==> src/rtl/core/hts_pkg.sv <==
package hts_pkg;

    localparam int WIN_DEPTH = 7;
    localparam int BUF_DEPTH = WIN_DEPTH + 1;
    localparam int POS_W     = $clog2(BUF_DEPTH);
    localparam int FILL_W    = $clog2(BUF_DEPTH + 1);
    localparam int OUT_DEPTH = 2;
    localparam int OCNT_W    = $clog2(OUT_DEPTH + 1);

    localparam int SCRIPT_LEN = 6;
    localparam int STYLE_LEN  = 5;
    localparam int OFF_OPEN   = 1;
    localparam int OFF_CLOSE  = 2;

    typedef logic [7:0]                 t_byte;
    typedef t_byte [BUF_DEPTH-1:0]      t_buf;
    typedef logic [POS_W-1:0]           t_pos;
    typedef logic [FILL_W-1:0]          t_fill;
    typedef logic [OCNT_W-1:0]          t_ocnt;

    localparam t_byte CH_SPACE  = 8'h20;
    localparam t_byte CH_TAB    = 8'h09;
    localparam t_byte CH_LF     = 8'h0A;
    localparam t_byte CH_VT     = 8'h0B;
    localparam t_byte CH_FF     = 8'h0C;
    localparam t_byte CH_CR     = 8'h0D;
    localparam t_byte CH_LT     = 8'h3C;
    localparam t_byte CH_GT     = 8'h3E;
    localparam t_byte CH_SLASH  = 8'h2F;
    localparam t_byte CASE_BIT  = 8'h20;

    localparam t_byte KW_SCRIPT [SCRIPT_LEN] = '{8'h73, 8'h63, 8'h72, 8'h69, 8'h70, 8'h74};
    localparam t_byte KW_STYLE  [STYLE_LEN]  = '{8'h73, 8'h74, 8'h79, 8'h6C, 8'h65};

    typedef enum logic [1:0] {
        PH_RUN,
        PH_FLUSH,
        PH_FINISH
    } t_phase;

    typedef struct packed {
        t_pos skip;
        logic tag;
        logic script;
        logic style;
        logic last_space;
    } t_scan;

    typedef struct packed {
        logic  emit;
        t_byte data;
        t_scan scan;
    } t_decision;

    typedef struct packed {
        t_byte char_out;
        logic  char_valid;
        logic  end_of_text;
    } t_result;

endpackage

==> src/rtl/core/hts_if.sv <==
interface hts_in_if;
    logic                 valid;
    logic                 ready;
    hts_pkg::t_byte       char_in;
    logic                 last_in;

    modport source (output valid, output char_in, output last_in, input ready);
    modport sink   (input valid, input char_in, input last_in, output ready);
endinterface

interface hts_out_if;
    logic                 valid;
    logic                 ready;
    hts_pkg::t_byte       char_out;
    logic                 char_valid;
    logic                 end_of_text;

    modport source (output valid, output char_out, output char_valid, output end_of_text,
                    input ready);
    modport sink   (input valid, input char_out, input char_valid, input end_of_text,
                    output ready);
endinterface

==> src/rtl/core/hts_decide.sv <==
module hts_decide (
    input  hts_pkg::t_buf      i_buf,
    input  hts_pkg::t_pos      i_avail,
    input  hts_pkg::t_scan     i_scan,
    output hts_pkg::t_decision o_dec
);

    function automatic logic is_ws(input hts_pkg::t_byte c);
        return c == hts_pkg::CH_SPACE || c == hts_pkg::CH_TAB || c == hts_pkg::CH_LF ||
               c == hts_pkg::CH_VT || c == hts_pkg::CH_FF || c == hts_pkg::CH_CR;
    endfunction

    function automatic logic word_script(input hts_pkg::t_buf b, input int base);
        logic hit;
        hit = 1'b1;
        for (int k = 0; k < hts_pkg::SCRIPT_LEN; k++) begin
            if ((b[hts_pkg::POS_W'(base + k)] | hts_pkg::CASE_BIT) != hts_pkg::KW_SCRIPT[k]) begin
                hit = 1'b0;
            end
        end
        return hit;
    endfunction

    function automatic logic word_style(input hts_pkg::t_buf b, input int base);
        logic hit;
        hit = 1'b1;
        for (int k = 0; k < hts_pkg::STYLE_LEN; k++) begin
            if ((b[hts_pkg::POS_W'(base + k)] | hts_pkg::CASE_BIT) != hts_pkg::KW_STYLE[k]) begin
                hit = 1'b0;
            end
        end
        return hit;
    endfunction

    hts_pkg::t_byte c;
    logic           is_lt;
    logic           in_body;
    logic           tag_now;
    logic           close_script;
    logic           close_style;
    logic           open_script;
    logic           open_style;

    always_comb begin
        c       = i_buf[0];
        is_lt   = c == hts_pkg::CH_LT;
        in_body = i_scan.script || i_scan.style;
        tag_now = i_scan.tag || is_lt;

        close_script = in_body && is_lt && i_buf[1] == hts_pkg::CH_SLASH &&
                       i_avail >= hts_pkg::POS_W'(hts_pkg::OFF_CLOSE + hts_pkg::SCRIPT_LEN - 1) &&
                       word_script(i_buf, hts_pkg::OFF_CLOSE);
        close_style  = in_body && is_lt && i_buf[1] == hts_pkg::CH_SLASH &&
                       i_avail >= hts_pkg::POS_W'(hts_pkg::OFF_CLOSE + hts_pkg::STYLE_LEN - 1) &&
                       word_style(i_buf, hts_pkg::OFF_CLOSE);
        open_script  = i_avail >= hts_pkg::POS_W'(hts_pkg::OFF_OPEN + hts_pkg::SCRIPT_LEN - 1) &&
                       word_script(i_buf, hts_pkg::OFF_OPEN);
        open_style   = i_avail >= hts_pkg::POS_W'(hts_pkg::OFF_OPEN + hts_pkg::STYLE_LEN - 1) &&
                       word_style(i_buf, hts_pkg::OFF_OPEN);

        o_dec.emit = 1'b0;
        o_dec.data = '0;
        o_dec.scan = i_scan;

        if (i_scan.skip != '0) begin
            o_dec.scan.skip = i_scan.skip - 1'b1;
        end else if (close_script) begin
            o_dec.scan.script = 1'b0;
            o_dec.scan.skip   = hts_pkg::POS_W'(hts_pkg::SCRIPT_LEN + 1);
        end else if (close_style) begin
            o_dec.scan.style = 1'b0;
            o_dec.scan.skip  = hts_pkg::POS_W'(hts_pkg::STYLE_LEN + 1);
        end else begin
            o_dec.scan.tag = tag_now;
            if (tag_now && open_script) begin
                o_dec.scan.script = 1'b1;
                o_dec.scan.skip   = hts_pkg::POS_W'(hts_pkg::SCRIPT_LEN);
            end else if (tag_now && open_style) begin
                o_dec.scan.style = 1'b1;
                o_dec.scan.skip  = hts_pkg::POS_W'(hts_pkg::STYLE_LEN);
            end else if (!in_body && tag_now) begin
                if (c == hts_pkg::CH_GT) begin
                    o_dec.scan.tag = 1'b0;
                end
            end else if (!in_body) begin
                if (is_ws(c)) begin
                    if (!i_scan.last_space) begin
                        o_dec.emit            = 1'b1;
                        o_dec.data            = hts_pkg::CH_SPACE;
                        o_dec.scan.last_space = 1'b1;
                    end
                end else begin
                    o_dec.emit            = 1'b1;
                    o_dec.data            = c;
                    o_dec.scan.last_space = 1'b0;
                end
            end
        end
    end

endmodule

==> src/rtl/core/html_tag_stripper.sv <==
// HTML text extractor. Raw document bytes enter on the i_in channel, one byte per beat,
// with last_in set on the final byte. Kept text leaves on the o_out channel, with each
// whitespace run in the kept text collapsed to one space.
// Seven bytes of lookahead are held, so the result for a byte is decided when the seventh
// following byte is accepted and then passes through the output queue to o_out. Input bytes
// are taken at one per cycle while the queue has room and no flush is under way; the
// per-byte keyword compare and flag update sit between the window register and a two-entry
// output queue. A beat with last_in starts a flush: the pending bytes (up to eight) are
// decided one per cycle while the queue has room and a closing beat follows; i_in stays
// not ready until the closing beat is queued. The last result carries end_of_text; if the
// flush kept no text, a single beat with char_valid low and end_of_text high is sent. The
// phase, fill, scan and hold state then return to their reset values for the next document.
// Synchronous reset clears the scan flags, the fill count and the output queue.
// When the receiver stalls, the output queue fills and i_in drops ready once it holds
// two beats; nothing is lost or repeated.
module html_tag_stripper (
    input logic         i_clk,
    input logic         i_rst_n,
    hts_in_if.sink      i_in,
    hts_out_if.source   o_out
);

    hts_pkg::t_phase    r_phase, n_phase;
    hts_pkg::t_buf      r_win, n_win;
    hts_pkg::t_fill     r_fill, n_fill;
    hts_pkg::t_scan     r_scan, n_scan;
    logic               r_hold_vld, n_hold_vld;
    hts_pkg::t_byte     r_hold_data, n_hold_data;
    hts_pkg::t_result   r_q [hts_pkg::OUT_DEPTH];
    hts_pkg::t_result   n_q [hts_pkg::OUT_DEPTH];
    hts_pkg::t_ocnt     r_q_cnt, n_q_cnt;

    hts_pkg::t_buf      dec_buf;
    hts_pkg::t_pos      dec_avail;
    hts_pkg::t_decision dec;
    logic               room;
    logic               accept;
    logic               pop;
    logic               push;
    hts_pkg::t_result   push_data;

    hts_decide u_decide (
        .i_buf   (dec_buf),
        .i_avail (dec_avail),
        .i_scan  (r_scan),
        .o_dec   (dec)
    );

    assign room        = r_q_cnt != hts_pkg::OCNT_W'(hts_pkg::OUT_DEPTH);
    assign i_in.ready  = r_phase == hts_pkg::PH_RUN && room;
    assign accept      = i_in.valid && i_in.ready;
    assign pop         = r_q_cnt != '0 && o_out.ready;

    assign o_out.valid       = r_q_cnt != '0;
    assign o_out.char_out    = r_q[0].char_out;
    assign o_out.char_valid  = r_q[0].char_valid;
    assign o_out.end_of_text = r_q[0].end_of_text;

    always_comb begin
        dec_buf = r_win;
        if (r_phase == hts_pkg::PH_RUN) begin
            dec_buf[hts_pkg::BUF_DEPTH-1] = i_in.char_in;
            dec_avail = hts_pkg::POS_W'(hts_pkg::WIN_DEPTH);
        end else begin
            dec_avail = hts_pkg::POS_W'(r_fill - 1'b1);
        end
    end

    always_comb begin
        n_phase     = r_phase;
        n_win       = r_win;
        n_fill      = r_fill;
        n_scan      = r_scan;
        n_hold_vld  = r_hold_vld;
        n_hold_data = r_hold_data;
        push        = 1'b0;
        push_data   = '0;

        unique case (r_phase)
            hts_pkg::PH_RUN: begin
                if (accept) begin
                    if (i_in.last_in || r_fill != hts_pkg::FILL_W'(hts_pkg::WIN_DEPTH)) begin
                        n_win[r_fill[hts_pkg::POS_W-1:0]] = i_in.char_in;
                        n_fill = r_fill + 1'b1;
                        if (i_in.last_in) begin
                            n_phase = hts_pkg::PH_FLUSH;
                        end
                    end else begin
                        for (int k = 0; k < hts_pkg::BUF_DEPTH - 1; k++) begin
                            n_win[k] = dec_buf[k+1];
                        end
                        n_scan    = dec.scan;
                        push      = dec.emit;
                        push_data = '{char_out: dec.data, char_valid: 1'b1, end_of_text: 1'b0};
                    end
                end
            end
            hts_pkg::PH_FLUSH: begin
                if (room) begin
                    for (int k = 0; k < hts_pkg::BUF_DEPTH - 1; k++) begin
                        n_win[k] = dec_buf[k+1];
                    end
                    n_scan = dec.scan;
                    n_fill = r_fill - 1'b1;
                    if (dec.emit) begin
                        push        = r_hold_vld;
                        push_data   = '{char_out: r_hold_data, char_valid: 1'b1,
                                        end_of_text: 1'b0};
                        n_hold_vld  = 1'b1;
                        n_hold_data = dec.data;
                    end
                    if (r_fill == hts_pkg::FILL_W'(1)) begin
                        n_phase = hts_pkg::PH_FINISH;
                    end
                end
            end
            hts_pkg::PH_FINISH: begin
                if (room) begin
                    push       = 1'b1;
                    push_data  = '{char_out: r_hold_vld ? r_hold_data : '0,
                                   char_valid: r_hold_vld, end_of_text: 1'b1};
                    n_hold_vld = 1'b0;
                    n_scan     = '0;
                    n_fill     = '0;
                    n_phase    = hts_pkg::PH_RUN;
                end
            end
            default: begin
                n_phase = hts_pkg::PH_RUN;
            end
        endcase
    end

    always_comb begin
        n_q     = r_q;
        n_q_cnt = r_q_cnt;
        if (pop) begin
            n_q[0]  = r_q[1];
            n_q_cnt = r_q_cnt - 1'b1;
        end
        if (push) begin
            n_q[n_q_cnt[0]] = push_data;
            n_q_cnt         = n_q_cnt + 1'b1;
        end
    end

    always_ff @(posedge i_clk) begin
        if (!i_rst_n) begin
            r_phase    <= hts_pkg::PH_RUN;
            r_fill     <= '0;
            r_scan     <= '0;
            r_hold_vld <= 1'b0;
            r_q_cnt    <= '0;
        end else begin
            r_phase    <= n_phase;
            r_fill     <= n_fill;
            r_scan     <= n_scan;
            r_hold_vld <= n_hold_vld;
            r_q_cnt    <= n_q_cnt;
        end
    end

    always_ff @(posedge i_clk) begin
        r_win       <= n_win;
        r_hold_data <= n_hold_data;
        r_q         <= n_q;
    end

    a_last_blocks_input: assert property (@(posedge i_clk) disable iff (!i_rst_n)
        (i_in.valid && i_in.ready && i_in.last_in) |=> !i_in.ready)
        else $error("input ready straight after the final beat of a document");

    a_finish_clears: assert property (@(posedge i_clk) disable iff (!i_rst_n)
        (r_phase == hts_pkg::PH_FINISH && room) |=>
        (r_fill == '0 && r_scan == '0 && !r_hold_vld))
        else $error("scan state not cleared at the end of a document");

    a_no_skip_while_filling: assert property (@(posedge i_clk) disable iff (!i_rst_n)
        (r_phase == hts_pkg::PH_RUN && r_fill != hts_pkg::FILL_W'(hts_pkg::WIN_DEPTH)) |->
        r_scan.skip == '0)
        else $error("skip count set before the window is full");

    a_empty_beat_is_end: assert property (@(posedge i_clk) disable iff (!i_rst_n)
        (o_out.valid && !o_out.char_valid) |-> o_out.end_of_text)
        else $error("beat without text that does not end the document");

endmodule

==> src/flat_wrapper.sv <==
// flat-port wrapper written by rule: the top's interface ports become plain ports
module html_tag_stripper_flat 
  (i_clk, i_rst_n, i_in_valid, i_in_char_in, i_in_last_in, i_in_ready, o_out_valid, o_out_char_out, o_out_char_valid, o_out_end_of_text, o_out_ready);
  hts_in_if i_in_i ();
  hts_out_if o_out_i ();
  input logic i_clk;
  input logic i_rst_n;
  input wire logic [$bits(i_in_i.valid)-1:0] i_in_valid;
  input wire logic [$bits(i_in_i.char_in)-1:0] i_in_char_in;
  input wire logic [$bits(i_in_i.last_in)-1:0] i_in_last_in;
  output wire logic [$bits(i_in_i.ready)-1:0] i_in_ready;
  output wire logic [$bits(o_out_i.valid)-1:0] o_out_valid;
  output wire logic [$bits(o_out_i.char_out)-1:0] o_out_char_out;
  output wire logic [$bits(o_out_i.char_valid)-1:0] o_out_char_valid;
  output wire logic [$bits(o_out_i.end_of_text)-1:0] o_out_end_of_text;
  input wire logic [$bits(o_out_i.ready)-1:0] o_out_ready;
  assign i_in_i.valid = i_in_valid;
  assign i_in_i.char_in = i_in_char_in;
  assign i_in_i.last_in = i_in_last_in;
  assign i_in_ready = i_in_i.ready;
  assign o_out_valid = o_out_i.valid;
  assign o_out_char_out = o_out_i.char_out;
  assign o_out_char_valid = o_out_i.char_valid;
  assign o_out_end_of_text = o_out_i.end_of_text;
  assign o_out_i.ready = o_out_ready;
  html_tag_stripper u_core (.i_clk(i_clk), .i_rst_n(i_rst_n), .i_in(i_in_i), .o_out(o_out_i));
endmodule
==> config.mk <==
export PLATFORM = sky130hd
export DESIGN_NAME = html_tag_stripper_flat
export DESIGN_NICKNAME = d
export VERILOG_FILES = /design/src/rtl/core/hts_pkg.sv /design/src/rtl/core/hts_if.sv /design/src/rtl/core/hts_decide.sv /design/src/rtl/core/html_tag_stripper.sv /design/src/flat_wrapper.sv
export SDC_FILE = /design/constraint.sdc
export NUM_CORES = 1
export LEC_CHECK = 0
export ABC_AREA = 0
export ABC_CLOCK_PERIOD_IN_PS = 7600
export BUFFER_PORTS_ARGS = -buffer_cell sky130_fd_sc_hd__clkbuf_2
export CAP_MARGIN = 10
export CELL_PAD_IN_SITES_DETAIL_PLACEMENT = 1
export CELL_PAD_IN_SITES_GLOBAL_PLACEMENT = 1
export CORE_MARGIN = 1
export CORE_UTILIZATION = 30
export CTS_CLUSTER_DIAMETER = 60
export DETAILED_ROUTE_END_ITERATION = 8
export PLACE_DENSITY = 0.65
export SLEW_MARGIN = 15
export SYNTH_ARGS = -nofsm -noshare
export SYNTH_HDL_FRONTEND = slang
export SYNTH_SLANG_ARGS = --single-unit
==> constraint.sdc <==
create_clock -name i_clk -period 7.6 [get_ports i_clk]
set_input_delay 0.76 -clock i_clk [delete_from_list [all_inputs] [get_ports i_clk]]
set_output_delay 0.76 -clock i_clk [all_outputs]
set_load 0.01 [all_outputs]
==> impl_metrics.json, run 1 <==
{
  "placed_area_um2": 5780,
  "async_flop_share_pct": 0,
  "clk_path_buf_depth": 2,
  "fin_crit_sh_pct": 43.2,
  "reg2reg_depth": 6,
  "yosysMostFrequentCell": "nand2_1",
  "postCtsSetupBuffers": 0,
  "grt_pass1_vias": 4228,
  "worst_pin_slew_ns": 0.920,
  "regToRegStartpoint": "u_core.r_fill[0]$_SDFFE_PN0P_",
  "post_cts_resized": 0,
  "holdPathEnd": "u_core.r_scan[5]$_SDFFE_PN0P_",
  "p_leak_uw": 0.00211,
  "cp-end-kind": "register",
  "synth_top_area_share_pct": 44.6,
  "globalRouteOverflowTotal": 0,
  "ys_top_cells_by_area": "edfxtp_1 45%, dfxtp_1 9.4%, nand2_1 8.6%",
  "slew_viol_final": 0,
  "drive_gt1_share_pct": 9.84,
  "worstPathMaxFanout": 105,
  "via_per_inst": 5.10,
  "syn_inst": 570,
  "rsz0062_at_grt": "no",
  "r2r_slack_ns": 4.31,
  "place.detailed.hpwl_um": 10000,
  "die_w_um": 138,
  "clockRootBuffer": "clkbuf_16",
  "cts_tree": "done",
  "ys_types": 59,
  "io_buffer_count": 24,
  "gp_congestion": 0.767,
  "synth_area_um2": 5520,
  "fin_skew_ns": 0.0118,
  "diodes": 0,
  "worst_setup_path_start_kind": "register",
  "grt_use_total_pct": 15.8,
  "ys_seq_area_share_pct": 54.1,
  "slew_headroom_pct": 38.2,
  "cts_sinks": 108,
  "syn_avg_cell_area_um2": 9.68,
  "wire_per_inst_um": 17.3,
  "design.die.area_um2": 18900,
  "insertion_delay_ns": 0.36,
  "vias": 4124,
  "grt_antenna_before_repair": 0,
  "drc": 0,
  "coreArea_um2": 18000,
  "criticalPathCategory": "reg -> reg",
  "holdPathStages": 2,
  "finalSetupTns_ns": 0,
  "fin_area_um2": 6060,
  "min_path_type": "reg -> reg",
  "finalHoldViolCount": 0,
  "first_iter_violations": 202,
  "pin_count": 25,
  "area_growth_pct": 9.87,
  "min_period_ns": 3.29,
  "synth_seq_cells": 108,
  "clkTransAtPathRegs_ns": 0.08,
  "grt_pass1_wl_um": 22400,
  "nets": 599,
  "synth_common_cells": "126 x nand2_1, 82 x edfxtp_1, 57 x o21ai_0",
  "synth_edf_count": 82,
  "die_h_um": 138,
  "arrival_ns": 3.28,
  "ctsHoldBuffers": 0,
  "numCtsBuffers": 9,
  "peakVddDrop_uv": 133,
  "start_util_pct": 30.7,
  "ant_nets": 0,
  "cellPowerDensity_nw_per_um2": 322,
  "syn_nets": 595,
  "drt_first_pass_iters": 4,
  "drv_cap": 0,
  "reg2reg_to": "u_core.dec_buf[52]$_DFFE_PP_",
  "synth_area_leader_cell": "edfxtp_1",
  "cts_max_level": 3,
  "wl_um": 14000,
  "status": "completed",
  "ys_warn_count": 0,
  "hp-start": "u_core.r_scan[5]$_SDFFE_PN0P_",
  "rows": 49,
  "synth_ff_type": "edfxtp_1",
  "timing.fmax_ghz": 0.304,
  "setup_violations": 0,
  "required_ns": 7.59,
  "grt_max_degree": 106
}
[layer usage]
layer / wire length, um / track usage (%) / part of all wire [%] / vias to the layer above
li1: - / - / - / 2026
met1: 6350 / 18.7 / 45 / 2031
met2: 7060 / 28.3 / 50 / 50
met3: 355 / 3.20 / 2.5 / 17
met4: 223 / 5.25 / 1.6 / 0
met5: 0 / 0 / 0 / -
[worst max-delay path, cell delays in order (launching register included)]
cell and delay [ns]:
dfxtp_1 0.58, ha_1 0.27, and4bb_2 0.30, or2_2 0.13
buf_4 0.66, a31oi_1 0.33, nor2_1 0.58
[kinds of logic (layout without fill, tap and decap cells)]
logic type	count (synthesis)	after routing	share of synthesized area [%]
xor+xnor	3	3	0.476
flops	108	108	54.1
simple gates	249	249	21.0
compound gates	127	127	14.0
mux	19	19	3.49
fa+ha+maj	12	12	2.72
buf+inv	52	61	4.29
[how the worst max path moves through the flow]
stage	from	end	slack, ns	cells after the start
3_3_place_gp	i_in_last_in	u_core.dec_buf[50]$_DFFE_PP_	4.46	6
2_1_floorplan	i_in_last_in	u_core.dec_buf[16]$_DFFE_PP_	4.88	7
5_1_grt	u_core.r_fill[0]$_SDFFE_PN0P_	u_core.dec_buf[52]$_DFFE_PP_	4.02	6
3_5_place_dp	i_in_last_in	u_core.dec_buf[52]$_DFFE_PP_	4.28	6
4_1_cts	u_core.r_fill[0]$_SDFFE_PN0P_	u_core.dec_buf[54]$_DFFE_PP_	4.39	6
6_report	u_core.r_fill[0]$_SDFFE_PN0P_	u_core.dec_buf[52]$_DFFE_PP_	4.31	6
[where the power goes]
part	switching, uW	internal [uW]
registers	94.8	805
clock network	224	226
logic	384	218
total	703	1250
[metrics by stage]
| stage | util [%] | hold WS (ns) | setup WS, ns | instances | total power [uW] |
|---|---|---|---|---|---|
| 2_1_floorplan | - | 0.432 | 4.88 | 570 | 1350 |
| 3_3_place_gp | 32.2 | 0.450 | 4.46 | 792 | 1490 |
| 3_5_place_dp | 32.2 | 0.455 | 4.28 | 792 | 1520 |
| 4_1_cts | 33.7 | 0.465 | 4.39 | 808 | 1970 |
| 5_1_grt | 33.7 | 0.506 | 4.02 | 808 | 2080 |
| 6_report | 33.7 | 0.459 | 4.31 | 808 | 1950 |
[sequential cells by signal, indices dropped and copies added, names as in the netlist]
register                  flops
u_core.dec_buf               56
u_core.r_q                   10
u_core.o_out.char_out         8
u_core.r_hold_data            8
u_core.r_win                  8
u_core.r_scan                 7
u_core.r_fill                 4
u_core.r_phase                2
u_core.r_q_cnt                2
u_core.o_out.char_valid       1
u_core.o_out.end_of_text      1
u_core.r_hold_vld             1
[placed cells by master (no fill, tap or decap), types with 8 or more instances in the layout]
master	count
mux2i_1	17
clkbuf_16	9
edfxtp_1	82
dfxtp_1	26
nor3_1	8
nand2_1	126
o21ai_0	57
a21oi_1	26
nor2_1	52
clkbuf_2	24
inv_1	17
and2_1	13
ha_1	12
[layout make-up]
type	instances	area, um^2
Sequential cell	108	2980
Inverter	17	63.8
Multi-Input combinational cell	410	2300
Clock buffer	10	229
Clock inverter	6	46.3
Fill cell	2040	11900
Tap cell	229	287
Timing Repair Buffer	28	150
Note: power is estimated with default switching activity, not from simulation.
==> run 2, diff against run 1 <==
--- a/config.mk
+++ b/config.mk
@@ -6,7 +6,7 @@
 export NUM_CORES = 1
 export LEC_CHECK = 0
 export ABC_AREA = 0
-export ABC_CLOCK_PERIOD_IN_PS = 7600
+export ABC_CLOCK_PERIOD_IN_PS = 2750
 export BUFFER_PORTS_ARGS = -buffer_cell sky130_fd_sc_hd__clkbuf_2
 export CAP_MARGIN = 10
 export CELL_PAD_IN_SITES_DETAIL_PLACEMENT = 1
@@ -15,7 +15,7 @@
 export CORE_UTILIZATION = 30
 export CTS_CLUSTER_DIAMETER = 60
 export DETAILED_ROUTE_END_ITERATION = 8
-export PLACE_DENSITY = 0.65
+export PLACE_DENSITY = 0.67
 export SLEW_MARGIN = 15
 export SYNTH_ARGS = -nofsm -noshare
 export SYNTH_HDL_FRONTEND = slang
==> constraint.sdc (replaced) <==
create_clock -name i_clk -period 2.75 [get_ports i_clk]
set_input_delay 0.275 -clock i_clk [delete_from_list [all_inputs] [get_ports i_clk]]
set_output_delay 0.275 -clock i_clk [all_outputs]
set_load 0.01 [all_outputs]
==> run 2 against run 1 <==
Net effect: routed wire length decreased by 5.2%; sequential power grew to 2.7 times the previous value; fmax increased by 27%; clock power grew to 3.3 times the previous value.
==> impl_metrics.json, run 2 (synthesized netlist as in run 1, its figures left out) <==
{
  "path_cells": "or4b_1 -> a2111o_1 -> nand3_2 -> nor3b_2 -> a31o_1 -> a22oi_1 -> nor2_1",
  "grt_util_met1_pct": 17.4,
  "final_common_cell": "nand2_1",
  "min_period_ns": 2.59,
  "p_leak_uw": 0.00224,
  "via_per_inst": 5.01,
  "postCtsSetupBuffers": 0,
  "arrival_ns": 2.67,
  "finalSetupTns_ns": 0,
  "criticalPathCategory": "reg -> reg",
  "status": "completed",
  "drive_gt1_share_pct": 13.2,
  "multiInputGateArea_um2": 2300,
  "setup_violations": 0,
  "largest_reg_flops": 56,
  "die_h_um": 138,
  "critPathMaxStageDelay_ns": 0.59,
  "met2_usage_pct": 28.4,
  "area_growth_pct": 13.7,
  "wl_um": 13300,
  "grt_pass1_wl_um": 22200,
  "cellPowerDensity_nw_per_um2": 910,
  "clockRootBuffer": "clkbuf_16",
  "grt_antenna_before_repair": 0,
  "coreArea_um2": 18000,
  "vias": 4149,
  "slew_headroom_pct": 41.6,
  "worst_setup_path_start_kind": "register",
  "required_ns": 2.83,
  "clk_path_buf_depth": 2,
  "timing.fmax_ghz": 0.386,
  "regToRegStartpoint": "u_core.dec_buf[0]$_DFFE_PP_",
  "grt_pass1_vias": 4436,
  "r2r_slack_ns": 0.16,
  "holdPathEnd": "u_core.r_win[56]$_DFFE_PP_",
  "cp-end-kind": "register",
  "grt_max_degree": 60,
  "critPathLaunch": "u_core.dec_buf[0]$_DFFE_PP_",
  "place.detailed.hpwl_um": 10100,
  "insertion_delay_ns": 0.35,
  "numCtsBuffers": 9,
  "clkTransAtPathRegs_ns": 0.08,
  "hp-start": "i_in_char_in[0]",
  "drt_first_pass_iters": 4,
  "final_cell_mix": "126 x nand2_1, 82 x edfxtp_1, 57 x o21ai_0",
  "reg2reg_depth": 7,
  "die_w_um": 138,
  "peakVddDrop_uv": 380,
  "globalRouteOverflowTotal": 0,
  "fin_crit_sh_pct": 94.3,
  "diodes": 0,
  "holdPathStages": 1,
  "post_cts_resized": 0,
  "regArea_um2": 2980,
  "first_iter_violations": 182,
  "io_buffer_count": 24,
  "design.die.area_um2": 18900,
  "fin_skew_ns": 0.0136,
  "gp_congestion": 0.817,
  "dp.cells": 812,
  "min_path_type": "in -> reg",
  "wire_per_inst_um": 16.0,
  "final_cells": 828,
  "ant_nets": 0,
  "pin_count": 25,
  "slew_viol_final": 0,
  "use_met3_pct": 2.87,
  "start_util_pct": 30.7,
  "worst_pin_slew_ns": 0.873,
  "rows": 49,
  "drc": 0,
  "cts_tree": "done",
  "finalHoldViolCount": 0,
  "ctsHoldBuffers": 0,
  "drv_cap": 0,
  "reg2reg_to": "u_core.r_q[9]$_DFFE_PP_",
  "nets": 619,
  "n_fill_cell": 2059,
  "grt.busiest_layer": "met2",
  "grt_use_total_pct": 15.2,
  "worstPathMaxFanout": 9,
  "cts_max_level": 3,
  "cts_sinks": 108,
  "rsz0062_at_grt": "no",
  "critPathSlowestCell": "or4b_1"
}
## run 2: worst max-delay path, delay by kind of cell, from the launching register on
kind               cells  cell delay (ns)
AOI/OAI and AO/OA      3             1.00
DFF                    1             0.47
and+or+nand+nor        4             0.86
## run 2: routing by layer
metal,part of all wire (%),routed length [um],vias up
li1,-,-,2067
met4,1.2,153,0
met2,53,7020,35
met1,44,5850,2036
met3,1.8,234,11
met5,0,0,-
## run 2: worst max path at each step
stage	to	slack (ns)
finish	u_core.r_q[9]$_DFFE_PP_	0.16
global route	u_core.r_q[5]$_DFFE_PP_	0.02
CTS	u_core.r_q[5]$_DFFE_PP_	0.08
detailed placement	u_core.r_q[5]$_DFFE_PP_	0.11
global placement	u_core.r_q[3]$_DFFE_PP_	0.21
floorplan	u_core.dec_buf[16]$_DFFE_PP_	0.33
## run 2: final cells by class
cell class	instances	area share, %
Sequential cell	108	47.5
Clock inverter	7	1.85
Multi-Input combinational cell	410	36.7
Inverter	17	1.02
Timing Repair Buffer	48	4.79
Clock buffer	9	3.59
Tap cell	229	4.57
## run 2: metrics by stage
stage	utilization, %	worst slack (ns)	total power [uW]	instance area [um^2]	hold slack, ns
detailed placement	33.0	0.108	4300	5930	0.470
floorplan	-	0.333	3720	5520	0.374
CTS	34.9	0.0808	5790	6270	0.236
global route	34.9	0.0224	6090	6270	0.249
finish	34.9	0.157	5710	6270	0.251
global placement	33.0	0.207	4210	5930	0.449
## run 2: power breakdown
group | switching [uW] | internal, uW
clock network | 644 | 825
logic | 1100 | 692
registers | 225 | 2220
total | 1970 | 3740
==> run 3, diff against run 2 <==
--- a/config.mk
+++ b/config.mk
@@ -7,7 +7,7 @@
 export LEC_CHECK = 0
 export ABC_AREA = 0
 export ABC_CLOCK_PERIOD_IN_PS = 2750
-export BUFFER_PORTS_ARGS = -buffer_cell sky130_fd_sc_hd__clkbuf_2
+export BUFFER_PORTS_ARGS = -buffer_cell sky130_fd_sc_hd__buf_2
 export CAP_MARGIN = 10
 export CELL_PAD_IN_SITES_DETAIL_PLACEMENT = 1
 export CELL_PAD_IN_SITES_GLOBAL_PLACEMENT = 1
@@ -16,6 +16,7 @@
 export CTS_CLUSTER_DIAMETER = 60
 export DETAILED_ROUTE_END_ITERATION = 8
 export PLACE_DENSITY = 0.67
+export SETUP_SLACK_MARGIN = 0.05
 export SLEW_MARGIN = 15
 export SYNTH_ARGS = -nofsm -noshare
 export SYNTH_HDL_FRONTEND = slang
==> run 3 against run 2 <==
Net effect: final cell count is 0.24% lower; highest routed layer unchanged; first-iteration DRC count is 5.5% higher; register-to-register slack worse by 0.02 ns; largest power group unchanged.
==> impl_metrics.json, run 3 (synthesized netlist as in run 1, its figures left out) <==
{
  "min_period_ns": 2.61,
  "regToRegStartpoint": "u_core.dec_buf[0]$_DFFE_PP_",
  "globalRouteOverflowTotal": 0,
  "via_per_inst": 4.98,
  "grt_max_degree": 83,
  "cts_tree": "done",
  "ant_nets": 0,
  "vias": 4113,
  "r2r_slack_ns": 0.14,
  "drc": 0,
  "min_path_type": "in -> reg",
  "clk_path_buf_depth": 2,
  "design.die.area_um2": 18900,
  "pin_count": 25,
  "drt_first_pass_iters": 4,
  "fin_area_um2": 6220,
  "final_common_cell": "nand2_1",
  "area_growth_pct": 12.8,
  "worst_setup_path_start_kind": "register",
  "wire_per_inst_um": 15.6,
  "numCtsBuffers": 9,
  "arrival_ns": 2.71,
  "grt_pass1_wl_um": 21300,
  "whs_ns": 0.229,
  "fin_crit_sh_pct": 94.9,
  "criticalPathCategory": "reg -> reg",
  "critPathLaunch": "u_core.dec_buf[0]$_DFFE_PP_",
  "required_ns": 2.84,
  "place.detailed.hpwl_um": 9810,
  "drive_gt1_share_pct": 12.9,
  "ctsHoldBuffers": 0,
  "timing.fmax_ghz": 0.383,
  "insertion_delay_ns": 0.36,
  "grt_pass1_vias": 4208,
  "fin_skew_ns": 0.0145,
  "finalSetupTns_ns": 0,
  "path_depth": 7,
  "die_h_um": 138,
  "final_cell_mix": "126 x nand2_1, 82 x edfxtp_1, 57 x o21ai_0",
  "worst_pin_slew_ns": 0.745,
  "clockRootBuffer": "clkbuf_16",
  "p_leak_uw": 0.00221,
  "path_cells": "or4b_1 -> a2111o_1 -> nand3_2 -> nor3b_2 -> a31o_1 -> a22oi_1 -> nor2_1",
  "finalHoldViolCount": 0,
  "drv_cap": 0,
  "cellPowerDensity_nw_per_um2": 889,
  "setup_violations": 0,
  "gp_congestion": 0.793,
  "p_total_uw": 5530,
  "rsz0062_at_grt": "yes",
  "diodes": 0,
  "slew_viol_final": 0,
  "rows": 49,
  "endpoint": "u_core.r_q[5]$_DFFE_PP_",
  "final_util_pct": 34.6,
  "status": "completed",
  "grt_antenna_before_repair": 0,
  "critPathSlowestCell": "or4b_1",
  "clkTransAtPathRegs_ns": 0.08,
  "start_util_pct": 30.7,
  "placed_area_um2": 5930,
  "wl_um": 12900,
  "reg2reg_depth": 7,
  "slew_headroom_pct": 50.1,
  "cp-end-kind": "register",
  "io_buffer_count": 24,
  "first_iter_violations": 192,
  "nets": 617,
  "reg2reg_to": "u_core.r_q[5]$_DFFE_PP_",
  "cts_sinks": 108,
  "largest_reg_flops": 56,
  "crit_family": "compound AO/OA/AOI/OAI gates",
  "path_buf_inv": 0,
  "coreArea_um2": 18000,
  "worstPathMaxFanout": 9,
  "cts_max_level": 3,
  "grt_use_total_pct": 14.7,
  "critPathMaxStageDelay_ns": 0.59,
  "peakVddDrop_uv": 363,
  "die_w_um": 138
}
run 3: changes by cell type in the layout (fill, tap and decap cells not counted), sizes merged:
cell	previous run	this run
buf	24	46
bufinv	2	0
clkbuf	33	9
clkinvlp	0	1
inv	20	21
run 3: repair_timing:
| item | CTS | global route |
|---|---|---|
| setup endpoints to repair | 0 | 13 |
| setup buffers | 0 | 0 |
| gates resized for setup | 0 | 1 |
run 3: where the power goes:
part	internal [uW]	switching (uW)	leakage (uW)	total, uW
Combinational	699	1100	0.00108	1800
Sequential	2220	213	0.000979	2430
Clock	641	651	0.000143	1290
Total	3560	1970	0.00221	5530
run 3: how the worst min path moves through the flow:
stage | startpoint | cells past startpoint | to | slack, ns
2_1_floorplan | i_in_char_in[0] | 0 | u_core.r_win[56]$_DFFE_PP_ | 0.37
3_5_place_dp | u_core.r_scan[5]$_SDFFE_PN0P_ | 2 | u_core.r_scan[5]$_SDFFE_PN0P_ | 0.46
6_report | i_in_char_in[0] | 1 | u_core.r_win[56]$_DFFE_PP_ | 0.23
3_3_place_gp | u_core.r_scan[5]$_SDFFE_PN0P_ | 2 | u_core.r_scan[5]$_SDFFE_PN0P_ | 0.45
5_1_grt | i_in_char_in[0] | 1 | u_core.r_win[56]$_DFFE_PP_ | 0.22
4_1_cts | i_in_char_in[0] | 1 | u_core.r_win[56]$_DFFE_PP_ | 0.21
run 3: area by class of cell:
cell class	instances	area (um^2)
clock buffer	9	225
tap	229	287
fill	2061	11700
sequential	108	2980
inverter	17	63.8
multi-input combinational	410	2300
clock inverter	7	66.3
timing repair buffer	46	298
run 3: metal layers:
metal  global-route usage [%]  wire length [um]  part of all wire (%)  vias to the layer above
li1                         -                 -                     -                     2059
met1                     16.8              5770                    45                     2014
met2                     27.2              6660                    52                       32
met3                     3.13               282                   2.2                        8
met4                     4.21               150                   1.2                        0
met5                        0                 0                     0                        -
run 3: through the flow:
stage,std cells,setup WS [ns]
2_1_floorplan,570,0.333
3_3_place_gp,810,0.211
3_5_place_dp,810,0.115
4_1_cts,826,0.0822
5_1_grt,826,0.0292
6_report,826,0.139
